### src/cdq_pkg.sv
// Package for the circular deque: sizes, codes, memory request type and index helpers.
`default_nettype none
package cdq_pkg;

  localparam int CAPACITY = 16;
  localparam int IDX_W    = (CAPACITY > 1) ? $clog2(CAPACITY) : 1;
  localparam int CNT_W    = $clog2(CAPACITY + 1);
  localparam int DATA_W   = 32;
  localparam int OCC_W    = 5;

  typedef enum logic [1:0] {
    MODE_PUSH_FRONT = 2'd0,
    MODE_PUSH_REAR  = 2'd1,
    MODE_POP_FRONT  = 2'd2,
    MODE_POP_REAR   = 2'd3
  } mode_t;

  typedef enum logic {
    S_IDLE = 1'b0,
    S_READ = 1'b1
  } state_t;

  typedef struct packed {
    logic              we;
    logic [IDX_W-1:0]  waddr;
    logic [DATA_W-1:0] wdata;
    logic              re;
    logic [IDX_W-1:0]  raddr;
  } mem_req_t;

  function automatic logic [IDX_W-1:0] idx_next(input logic [IDX_W-1:0] i);
    return (i == IDX_W'(CAPACITY - 1)) ? '0 : i + IDX_W'(1);
  endfunction

  function automatic logic [IDX_W-1:0] idx_prev(input logic [IDX_W-1:0] i);
    return (i == '0) ? IDX_W'(CAPACITY - 1) : i - IDX_W'(1);
  endfunction

endpackage
`default_nettype wire

### src/cdq_ram.sv
// Generic single-port-write, single-port-read RAM with registered read data.
`default_nettype none
module cdq_ram #(
  parameter int WIDTH = 32,
  parameter int DEPTH = 16,
  localparam int AW   = (DEPTH > 1) ? $clog2(DEPTH) : 1
) (
  input  wire logic             clk,
  input  wire logic             we,
  input  wire logic [AW-1:0]    waddr,
  input  wire logic [WIDTH-1:0] wdata,
  input  wire logic             re,
  input  wire logic [AW-1:0]    raddr,
  output logic      [WIDTH-1:0] rdata
);

  logic [WIDTH-1:0] mem [DEPTH];

  always_ff @(posedge clk) begin
    if (we) begin
      mem[waddr] <= wdata;
    end
    if (re) begin
      rdata <= mem[raddr];
    end
  end

endmodule
`default_nettype wire

### src/cdq_ctrl.sv
// Deque controller: head/tail/count registers, slot memory requests and the result register.
`default_nettype none
module cdq_ctrl
  import cdq_pkg::*;
(
  input  wire logic              clk,
  input  wire logic              rst_n,
  input  wire logic              in_tvalid,
  output logic                   in_tready,
  input  wire logic [1:0]        in_tuser,
  input  wire logic [DATA_W-1:0] in_tdata,
  output logic                   out_tvalid,
  input  wire logic              out_tready,
  output logic                   out_ok,
  output logic      [DATA_W-1:0] out_value,
  output logic      [OCC_W-1:0]  out_occ,
  output mem_req_t               mem_req,
  input  wire logic [DATA_W-1:0] mem_rdata
);

  state_t            state_r, state_nxt;
  logic [IDX_W-1:0]  head_r, head_nxt;
  logic [IDX_W-1:0]  tail_r, tail_nxt;
  logic [CNT_W-1:0]  cnt_r, cnt_nxt;
  logic              out_valid_r, out_valid_nxt;
  logic              ok_r, ok_nxt;
  logic [DATA_W-1:0] value_r, value_nxt;
  logic [OCC_W-1:0]  occ_r, occ_nxt;
  logic              in_fire;
  mode_t             mode;
  logic [CNT_W+OCC_W-1:0] occ_ext;

  assign mode = mode_t'(in_tuser);

  always_comb begin
    state_nxt     = state_r;
    head_nxt      = head_r;
    tail_nxt      = tail_r;
    cnt_nxt       = cnt_r;
    out_valid_nxt = out_valid_r && !out_tready;
    ok_nxt        = ok_r;
    value_nxt     = value_r;
    occ_nxt       = occ_r;
    mem_req       = '0;
    mem_req.wdata = in_tdata;
    in_tready     = (state_r == S_IDLE) && (!out_valid_r || out_tready);
    in_fire       = in_tvalid && in_tready;
    occ_ext       = '0;

    unique case (state_r)
      S_IDLE: begin
        if (in_fire) begin
          unique case (mode)
            MODE_PUSH_FRONT, MODE_PUSH_REAR: begin
              ok_nxt = 1'b0;
              if (cnt_r != CNT_W'(CAPACITY)) begin
                ok_nxt     = 1'b1;
                mem_req.we = 1'b1;
                cnt_nxt    = cnt_r + CNT_W'(1);
                if (cnt_r == '0) begin
                  head_nxt      = '0;
                  tail_nxt      = '0;
                  mem_req.waddr = '0;
                end else if (mode == MODE_PUSH_FRONT) begin
                  head_nxt      = idx_prev(head_r);
                  mem_req.waddr = idx_prev(head_r);
                end else begin
                  tail_nxt      = idx_next(tail_r);
                  mem_req.waddr = idx_next(tail_r);
                end
              end
              occ_ext       = {{OCC_W{1'b0}}, cnt_nxt};
              out_valid_nxt = 1'b1;
              value_nxt     = '0;
              occ_nxt       = occ_ext[OCC_W-1:0];
            end
            MODE_POP_FRONT, MODE_POP_REAR: begin
              if (cnt_r != '0) begin
                mem_req.re = 1'b1;
                cnt_nxt    = cnt_r - CNT_W'(1);
                state_nxt  = S_READ;
                if (mode == MODE_POP_FRONT) begin
                  mem_req.raddr = head_r;
                  head_nxt      = idx_next(head_r);
                end else begin
                  mem_req.raddr = tail_r;
                  tail_nxt      = idx_prev(tail_r);
                end
                if (cnt_r == CNT_W'(1)) begin
                  head_nxt = '0;
                  tail_nxt = '0;
                end
              end else begin
                out_valid_nxt = 1'b1;
                ok_nxt        = 1'b0;
                value_nxt     = '0;
                occ_nxt       = '0;
              end
            end
            default: ;
          endcase
        end
      end
      S_READ: begin
        // slot data arrives in the cycle after the read; result reg is free here
        occ_ext       = {{OCC_W{1'b0}}, cnt_r};
        out_valid_nxt = 1'b1;
        ok_nxt        = 1'b1;
        value_nxt     = mem_rdata;
        occ_nxt       = occ_ext[OCC_W-1:0];
        state_nxt     = S_IDLE;
      end
      default: state_nxt = S_IDLE;
    endcase
  end

  always_ff @(posedge clk) begin
    if (!rst_n) begin
      state_r     <= S_IDLE;
      head_r      <= '0;
      tail_r      <= '0;
      cnt_r       <= '0;
      out_valid_r <= 1'b0;
    end else begin
      state_r     <= state_nxt;
      head_r      <= head_nxt;
      tail_r      <= tail_nxt;
      cnt_r       <= cnt_nxt;
      out_valid_r <= out_valid_nxt;
    end
  end

  always_ff @(posedge clk) begin
    ok_r    <= ok_nxt;
    value_r <= value_nxt;
    occ_r   <= occ_nxt;
  end

  assign out_tvalid = out_valid_r;
  assign out_ok     = ok_r;
  assign out_value  = value_r;
  assign out_occ    = occ_r;

  a_cnt_range: assert property (@(posedge clk) disable iff (!rst_n)
    cnt_r <= CNT_W'(CAPACITY))
    else $error("fill count above capacity");

  a_empty_ptrs: assert property (@(posedge clk) disable iff (!rst_n)
    (cnt_r == '0) |-> (head_r == '0 && tail_r == '0))
    else $error("pointers not parked while empty");

  a_read_slot_free: assert property (@(posedge clk) disable iff (!rst_n)
    (state_r == S_READ) |-> !out_valid_r)
    else $error("pop data would overwrite a pending result");

  a_full_push_holds: assert property (@(posedge clk) disable iff (!rst_n)
    (in_fire && (mode == MODE_PUSH_FRONT || mode == MODE_PUSH_REAR)
     && cnt_r == CNT_W'(CAPACITY)) |=> $stable(cnt_r) && !ok_r)
    else $error("refused push changed the queue");

  a_pop_empty_holds: assert property (@(posedge clk) disable iff (!rst_n)
    (in_fire && (mode == MODE_POP_FRONT || mode == MODE_POP_REAR)
     && cnt_r == '0) |=> (cnt_r == '0) && out_valid_r && !ok_r)
    else $error("empty pop misreported");

endmodule
`default_nettype wire

### src/circular_deque.sv
// Top level of the circular deque: stream ports, controller and slot memory.
//
// Fixed-capacity double-ended queue (CAPACITY entries of 32 bits) kept in one
// synchronous RAM with registered read data. Each input item is an
// operation in in_tuser (push front, push rear, pop front, pop rear) with the
// push value in in_tdata; every item yields exactly one result item carrying
// an ok flag, the popped value (zero unless a pop succeeded) and the count of
// stored elements after the operation. A push into a full queue and a pop
// from an empty one return ok = 0 and leave the queue as it was. A push or a
// failed pop registers its result in the cycle after acceptance; a successful
// pop reads the RAM, then registers the slot data. A new item is taken whenever
// the controller is not waiting on a RAM read and the result register is empty
// or being drained in that cycle, so pushes stream at one item per cycle while
// results drain; a pop blocks new items until its read is done. No clearing
// pass is needed after reset: only slots written by a push are ever read.
`default_nettype none
module circular_deque
  import cdq_pkg::*;
(
  input  wire logic        clk,
  input  wire logic        rst_n,
  input  wire logic        in_tvalid,
  output logic             in_tready,
  input  wire logic [31:0] in_tdata,   // [31:0] push_value
  input  wire logic [1:0]  in_tuser,   // [1:0] mode
  output logic             out_tvalid,
  input  wire logic        out_tready,
  output logic      [39:0] out_tdata,  // [31:0] pop_value, [36:32] occupancy, [39:37] zero
  output logic      [0:0]  out_tuser   // [0] ok
);

  mem_req_t          mem_req;
  logic [DATA_W-1:0] mem_rdata;
  logic              ok;
  logic [DATA_W-1:0] pop_value;
  logic [OCC_W-1:0]  occupancy;

  // head, tail, count and the result register live in the controller
  cdq_ctrl u_ctrl (
    .clk        (clk),
    .rst_n      (rst_n),
    .in_tvalid  (in_tvalid),
    .in_tready  (in_tready),
    .in_tuser   (in_tuser),
    .in_tdata   (in_tdata),
    .out_tvalid (out_tvalid),
    .out_tready (out_tready),
    .out_ok     (ok),
    .out_value  (pop_value),
    .out_occ    (occupancy),
    .mem_req    (mem_req),
    .mem_rdata  (mem_rdata)
  );

  // slot storage; contents undefined until a push writes them
  cdq_ram #(
    .WIDTH (DATA_W),
    .DEPTH (CAPACITY)
  ) u_slots (
    .clk   (clk),
    .we    (mem_req.we),
    .waddr (mem_req.waddr),
    .wdata (mem_req.wdata),
    .re    (mem_req.re),
    .raddr (mem_req.raddr),
    .rdata (mem_rdata)
  );

  assign out_tdata = {3'b000, occupancy, pop_value};
  assign out_tuser = ok;

endmodule
`default_nettype wire
### config.mk
export PLATFORM = sky130hd
export DESIGN_NAME = circular_deque
export DESIGN_NICKNAME = d
export VERILOG_FILES = /design/src/cdq_pkg.sv /design/src/cdq_ram.sv /design/src/cdq_ctrl.sv /design/src/circular_deque.sv
export SDC_FILE = /design/constraint.sdc
export NUM_CORES = 1
export LEC_CHECK = 0
export BUFFER_PORTS_ARGS = -buffer_cell sky130_fd_sc_hd__clkbuf_2
export CAP_MARGIN = 20
export CORE_ASPECT_RATIO = 2
export CORE_UTILIZATION = 56
export CTS_CLUSTER_DIAMETER = 60
export DETAILED_ROUTE_END_ITERATION = 8
export PLACE_DENSITY = 0.73
export SYNTH_ARGS = -nofsm -noshare
export SYNTH_HDL_FRONTEND = slang
export SYNTH_SLANG_ARGS = --single-unit
### constraint.sdc
create_clock -name clk -period 3.7 [get_ports clk]
set_clock_uncertainty 0.1 [all_clocks]
set_input_delay 0.185 -clock clk [delete_from_list [all_inputs] [get_ports clk]]
set_output_delay 0.185 -clock clk [all_outputs]
set_load 0.01 [all_outputs]
# Word-level counts from Yosys, hierarchy flattened
# Memory sizes are Yosys's and may differ from the RTL's. A register that Yosys moved wholly into a read port is not among the register bits.
# Index checks and enable logic that the tools add are counted.
[word_totals] memories=1 ram_bits=512 inputBits=38 latchBits=0 reg_bits=53 mem_bits_ro=0 word_cells=103 output_inout_bits=43
[mem_list] name="u_slots.mem" depth=16 word_bits=32 rd=1 rd_clocked_by_memory_dff=1 write_ports=1 line="cdq_ram.sv:17" source="logic [WIDTH-1:0] mem [DEPTH];"
[op_classes] n_bitwise=1 mux=55 n_mul=0 magnitude_cmp=0 div=0 n_addsub=6 reduce_logical=17 shifts=0 eq_ne=15
[op_table] op="$pmux 32 s2" count=2
[op_table] op="$mux 4" count=19
[op_table] op="$mux 32" count=2
[op_table] op="$mux 5" count=12
[op_table] op="$pmux 5 s2" count=3
[op_table] op="$pmux 4 s2" count=2
[op_table] op="$reduce_and 6->1" count=2
[op_table] op="$mux 1" count=10
[op_table] op="$pmux 1 s2" count=5
[op_table] op="$add 4x1->4 const B" count=2
[op_table] op="$eq 4x4->1 const B" count=2
[op_table] op="$logic_not 4->1" count=2
[op_table] op="$sub 4x1->4 const B" count=2
[op_table] op="$ne 2x1->1 const B" count=3
[op_table] op="$ne 3x1->1 const B" count=2
[op_table] op="$ne 3x3->1 const B" count=2
[op_table] op="$add 5x1->5 const B" count=1
[op_table] op="$eq 5x1->1 const B" count=1
[op_table] op="$logic_not 5->1" count=1
[op_table] op="$ne 5x5->1 const B" count=1
[op_table] op="$reduce_bool 5->1" count=1
[op_table] op="$sub 5x1->5 const B" count=1
[op_table] op="$eq 2x2->1 const B" count=2
[op_table] op="$reduce_or 2->1" count=2
[op_table] op="other kinds (9)" count=12

# Longest topological paths before layout
[logic_depth] word_depth=10 ltp_mapped=13 depth_no_buf=10

# Hierarchy
# Synthesis repeated with hierarchy kept, for this count alone.
[hier_totals] hier_cells=1152 area_unflattened_um2=23339.9
[by_module_without_submodules] mod="cdq_ram" cells_per_inst=838 n_inst=1 seq_area_each_um2=16335.7 area_each_um2=20155.6
[by_module_without_submodules] mod="cdq_ctrl" cells_per_inst=310 n_inst=1 seq_area_each_um2=1441.4 area_each_um2=3158.0
[by_module_without_submodules] mod="circular_deque" cells_per_inst=4 n_inst=1 seq_area_each_um2=0.0 area_each_um2=26.3

# Worst setup path before layout
# OpenSTA, ideal clock, no wires.
[synth_path] path_kind="register to register" from="reg u_ctrl.cnt_r[0]" to="mem u_slots.mem[1][0] (enable)" stages_incl_launch_ff=11 path_buffers=2 slack_ns=0.058 t_required_ns=3.179 t_arrival_ns=3.121 synth_period_minus_slack_ns=3.642 setup_time_ns=0.421 path_cell_list="dfxtp_1 clkbuf_1 inv_1 ha_1 nor3b_1 nand2_1 nand2b_1 clkbuf_1 a211oi_1 nand2b_1 nor2_1"
[synth_between] elab_chain_cells=7 word_cells_on_any_way=9 cone_classes="1 x eq/ne; 7 x mux; 1 x reduce/logical"
[synth_rtl] element="from (decl)" line="cdq_ctrl.sv:24" source="logic [CNT_W-1:0] cnt_r, cnt_nxt;"
[synth_rtl] element="from (signal assigned)" line="cdq_ctrl.sv:128" source="cnt_r <= cnt_nxt;"
[synth_rtl] element="$ne 5x5->1" line="cdq_ctrl.sv:56" source="if (cnt_r != CNT_W'(CAPACITY)) begin"
[synth_rtl] element="$mux 5 *" line="cdq_ctrl.sv:56"
[synth_rtl] element="$mux 5 *" line="cdq_ctrl.sv:53" source="unique case (mode)"
[synth_rtl] element="$mux 5 *" line="cdq_ctrl.sv:52" source="if (in_fire) begin"
[synth_rtl] element="$mux 5 *" line="cdq_ctrl.sv:50" source="unique case (state_r)"
[synth_rtl] element="$mux 1" line="cdq_ram.sv:20" source="if (we) begin"
[synth_rtl] element="$mux 1 (not written as such)" line="cdq_ram.sv:21" source="mem[waddr] <= wdata;"
[synth_rtl] element="to (decl)" line="cdq_ram.sv:17"
# Every way passes the cells marked *; elsewhere a longest branch is shown, timed or not.

# Final worst setup path
[layout_path] from="reg u_ctrl.head_r[0]" to="mem u_slots.mem[1][16] (enable)"
[layout_between] elab_chain_cells=8 word_cells_on_any_way=9 cone_classes="1 x add/sub; 7 x mux; 1 x reduce/logical"
[layout_rtl] element="from (decl)" line="cdq_ctrl.sv:22" source="logic [IDX_W-1:0] head_r, head_nxt;"
[layout_rtl] element="from (signal assigned)" line="cdq_ctrl.sv:126" source="head_r <= head_nxt;"
[layout_rtl] element="$sub 4x1->4 / $logic_not 4->1 (equally long branches)" line="cdq_pkg.sv:36" source="return (i == '0) ? IDX_W'(CAPACITY - 1) : i - IDX_W'(1);"
[layout_rtl] element="$mux 4 *" line="cdq_pkg.sv:36"
[layout_rtl] element="$mux 4 *" line="cdq_ctrl.sv:64" source="end else if (mode == MODE_PUSH_FRONT) begin"
[layout_rtl] element="$mux 4 *" line="cdq_ctrl.sv:60" source="if (cnt_r == '0) begin"
[layout_rtl] element="$mux 5 *" line="cdq_ctrl.sv:56"
[layout_rtl] element="$mux 5 *" line="cdq_ctrl.sv:53"
[layout_rtl] element="$mux 5 *" line="cdq_ctrl.sv:52"
[layout_rtl] element="$mux 5 *" line="cdq_ctrl.sv:50"
# Marks and branches as above.

==> results by group <==
STA
  – Unrepaired setup endpoints after global routing: no
  – Period utilization: 88.4%
  – Hold WS: 0.0209 ns
  – Final Hold Viols: 0
  – Worst slew pin tran: 0.982 ns
  – TNS Setup: 0 ns
  – Final Max Slew Viols: 0
  – Worst slew margin: 33.7%
  – Min Tclk post-route: 3.27 ns
  – Max Clk Rate: 306 MHz
  – Fin worst setup slack: 0.431 ns
  – # setup viols final: 0

GRT
  – Initial antenna violation count: 1
  – First-pass GRT wire length: 85,100 µm
  – Largest net degree at the start of global routing: 72
  – Overflow after GRT: 0
  – GRT Total Usage: 26.9%
  – Vias in the first global route: 14,251

Critical path
  – FF-to-FF Start: u_ctrl.head_r[0]
  – Slowest stage delay, CP: 0.73 ns
  – Critical path type: reg2reg
  – Crit path required time: 3.92 ns
  – Max FO, Critical Path: 17
  – Worst setup path startpoint: u_ctrl.head_r[0]
  – CP Capture Type: flop
  – CP most frequent cell: nor2_1
  – WP data arrival: 3.49 ns
  – Worst path cell trace: inv_1 -> ha_1 -> nor2_1 -> o31ai_1 -> nor2_1 -> a21o_1 -> a21oi_1 -> nor2_4 -> buf_16
  – Startpoint class of the critical path: flop
  – Crit-path slowest cell: a21oi_1

Run status
  – Status: completed

Synthesis
  – Main synth FF type: edfxtp_1
  – Synthesized area: 23,800 µm²
  – Flops & latches, synth: 597
  – Post-synthesis area per instance: 14.8 µm²
  – Post-synth ARST share: 0%
  – Area leader, netlist: edfxtp_1
  – Synth area leaders: edfxtp_1 (74%), nand2_1 (4.3%), mux2_2 (3.1%)
  – Sequential share of the synthesized area: 74.8%
  – Synth warn: 0
  – Synth cell types: 60
  – Yosys top cell area share: 73.5%
  – Cell count after synthesis: 1,603
  – EDFF count, synth: 582

Route
  – Routed wire per std cell: 25.1 µm
  – Number of nets with antenna violations after routing: 0
  – Post-route DRC: 0
  – 1st-iter DRT viols: 1,348
  – Vias: 14,084
  – Via density: 6.16
  – Post-Route WL: 57,400 µm
  – Pre-antenna DRT Iters: 5

Clock network
  – Clock transition at the registers of the reported paths: 0.07 ns
  – Root buffer cell: clkbuf_16
  – H-tree level count: 2
  – Clk buf depth: 3
  – Total CTS buffers: 48
  – # clock sinks: 597
  – Later-pin clock latency in the skew report: 0.58 ns
  – CTS tree: built

Die
  – Full die area: 43,300 µm²
  – Core box area: 41,800 µm²
  – Die height: 293 µm
  – Number of placed I/O pins: 81
  – Die X: 148 µm
  – Initial core utilization: 56.9%
  – Row count: 106

Finish
  – Ratio of cells with drive above 1 in the final layout: 18.9%
  – Filler cells: 2,878
  – Fin nets: 1,754
  – Area grow syn2layout: 14.6%

Flow run
  – # Max-Cap Violations: 0

Place
  – Hpwl dp: 31,400 µm
  – Place WS: 0.502 ns
  – GPL Wtd Cong: 0.898
  – IO Port Bufs: 77

Min path
  – Hold Path Origin: in_tdata[8]
  – Min-Delay Path Class: in2reg

Pwr
  – Max IR drop VDD: 325 µV
  – P_leak: 0.00937 µW
  – Pwr dens: 568 nW/µm²
[timing repair]
| item | CTS | global route |
|---|---|---|
| buffers inserted | 0 | 0 |
| endpoints found under the hold margin | 441 | 0 |
| hold buffers | 31 | 0 |
| gates resized for setup | 0 | 0 |
[logic make-up (layout without fill, tap and decap cells)]
group,after synthesis,count (layout),share of synthesized area (%)
adder cells (fa/ha/maj),8,8,0.421
buffers and inverters,114,254,2.16
XOR/XNOR,5,5,0.184
other,1,4,0.0158
multiplexers,108,108,4.92
AND/OR/NAND/NOR,409,409,7.17
flip-flops,597,597,74.8
AO/OA/AOI/OAI,361,361,10.4
[layout by cell type, fill, tap and decap left out, types with 17 or more instances in the layout]
| master | netlist | final |
|---|---|---|
| a31o_2 | 31 | 31 |
| o21ai_0 | 46 | 46 |
| mux2_2 | 66 | 66 |
| clkbuf_2 | 0 | 77 |
| a211oi_1 | 35 | 35 |
| edfxtp_1 | 582 | 582 |
| nand2_1 | 271 | 271 |
| a32oi_1 | 31 | 31 |
| a21o_1 | 32 | 32 |
| buf_4 | 5 | 20 |
| a21oi_1 | 113 | 113 |
| clkbuf_16 | 0 | 50 |
| a2bb2oi_1 | 31 | 31 |
| nor2_1 | 73 | 56 |
| and2_1 | 32 | 32 |
| dlygate4sd3_1 | 0 | 31 |
| buf_12 | 0 | 25 |
| mux2i_1 | 41 | 37 |
| nor2_4 | 0 | 17 |
[where the power goes]
group	switching, µW	internal (µW)
combinational	1410	707
sequential	151	7770
clock	2340	3100
total	3900	11600
[state kept, by name, indices dropped and copies added (netlist names)]
signal and count:
u_ctrl.out_tvalid 1, u_slots.mem 512, u_ctrl.out_occ 5, u_ctrl.out_value 32, u_ctrl.tail_r 4, u_ctrl.out_ok 1
u_ctrl.cnt_r 5, u_slots.rdata 32, u_ctrl.state_r 1, u_ctrl.head_r 4
[per-layer routing]
layer | GRT usage [%] | wire, µm
met1 | 31.7 | 20600
met2 | 49.3 | 31000
met3 | 2.89 | 3490
met4 | 11.4 | 2250
met5 | 0 | 0
[critical path: cells and delay by family (launching register included)]
family	cells	cell delay [ns]
AOI/OAI and AO/OA	3	1.25
adders and majority gates	1	0.31
buffers and inverters	2	0.45
and+or+nand+nor	3	0.48
DFF	1	0.41
[cell type report]
type	instances	area (µm²)	share of cell area, %
timing repair buffer	154	1370	5.04
inverter	13	48.8	0.179
sequential	597	17800	65.3
clock inverter	33	405	1.49
clock buffer	54	1270	4.65
tap	540	676	2.48
multi-input combinational	894	5690	20.9
antenna	1	2.50	0.00919
[worst paths after layout]
path / cells past startpoint / slack [ns] / end
setup / recovery: 9 / 0.43 / u_slots.mem[1][16]
setup reg to reg: 9 / 0.43 / u_slots.mem[1][16]
hold reg to reg: 1 / 0.43 / u_ctrl.out_value[30]
hold / removal: 1 / 0.02 / u_slots.mem[6][8]
[cell usage after synthesis (3+ instances only)]
cell and count:
a211o_1 3, a211oi_1 35, a21o_1 32, a21oi_1 113, a22oi_1 4, a2bb2oi_1 31
a31o_2 31, a32oi_1 31, and2_1 32, buf_1 3, buf_2 30, buf_4 5
buf_6 4, clkbuf_1 59, dfxtp_1 15, edfxtp_1 582, ha_1 8, inv_1 13
mux2_2 66, mux2i_1 41, nand2_1 271, nand2b_1 4, nand3_1 7, nor2_1 73
nor3_1 3, o211ai_1 4, o21ai_0 46, o221a_2 3, o221ai_1 3, o31ai_1 7
or2_2 3, or3_1 7, xnor2_1 3
[through the flow]
| stage | cell area, µm² | utilization [%] | instances | power, µW |
|---|---|---|---|---|
| floorplan | 23800 | - | 1605 | 9300 |
| global placement | 25200 | 60.4 | 2166 | 10100 |
| detailed placement | 25300 | 60.5 | 2167 | 10100 |
| CTS | 27200 | 65.2 | 2285 | 15500 |
| global route | 27200 | 65.2 | 2286 | 15900 |
| finish | 27200 | 65.2 | 2286 | 15500 |
(Power assumes the default switching activity.)
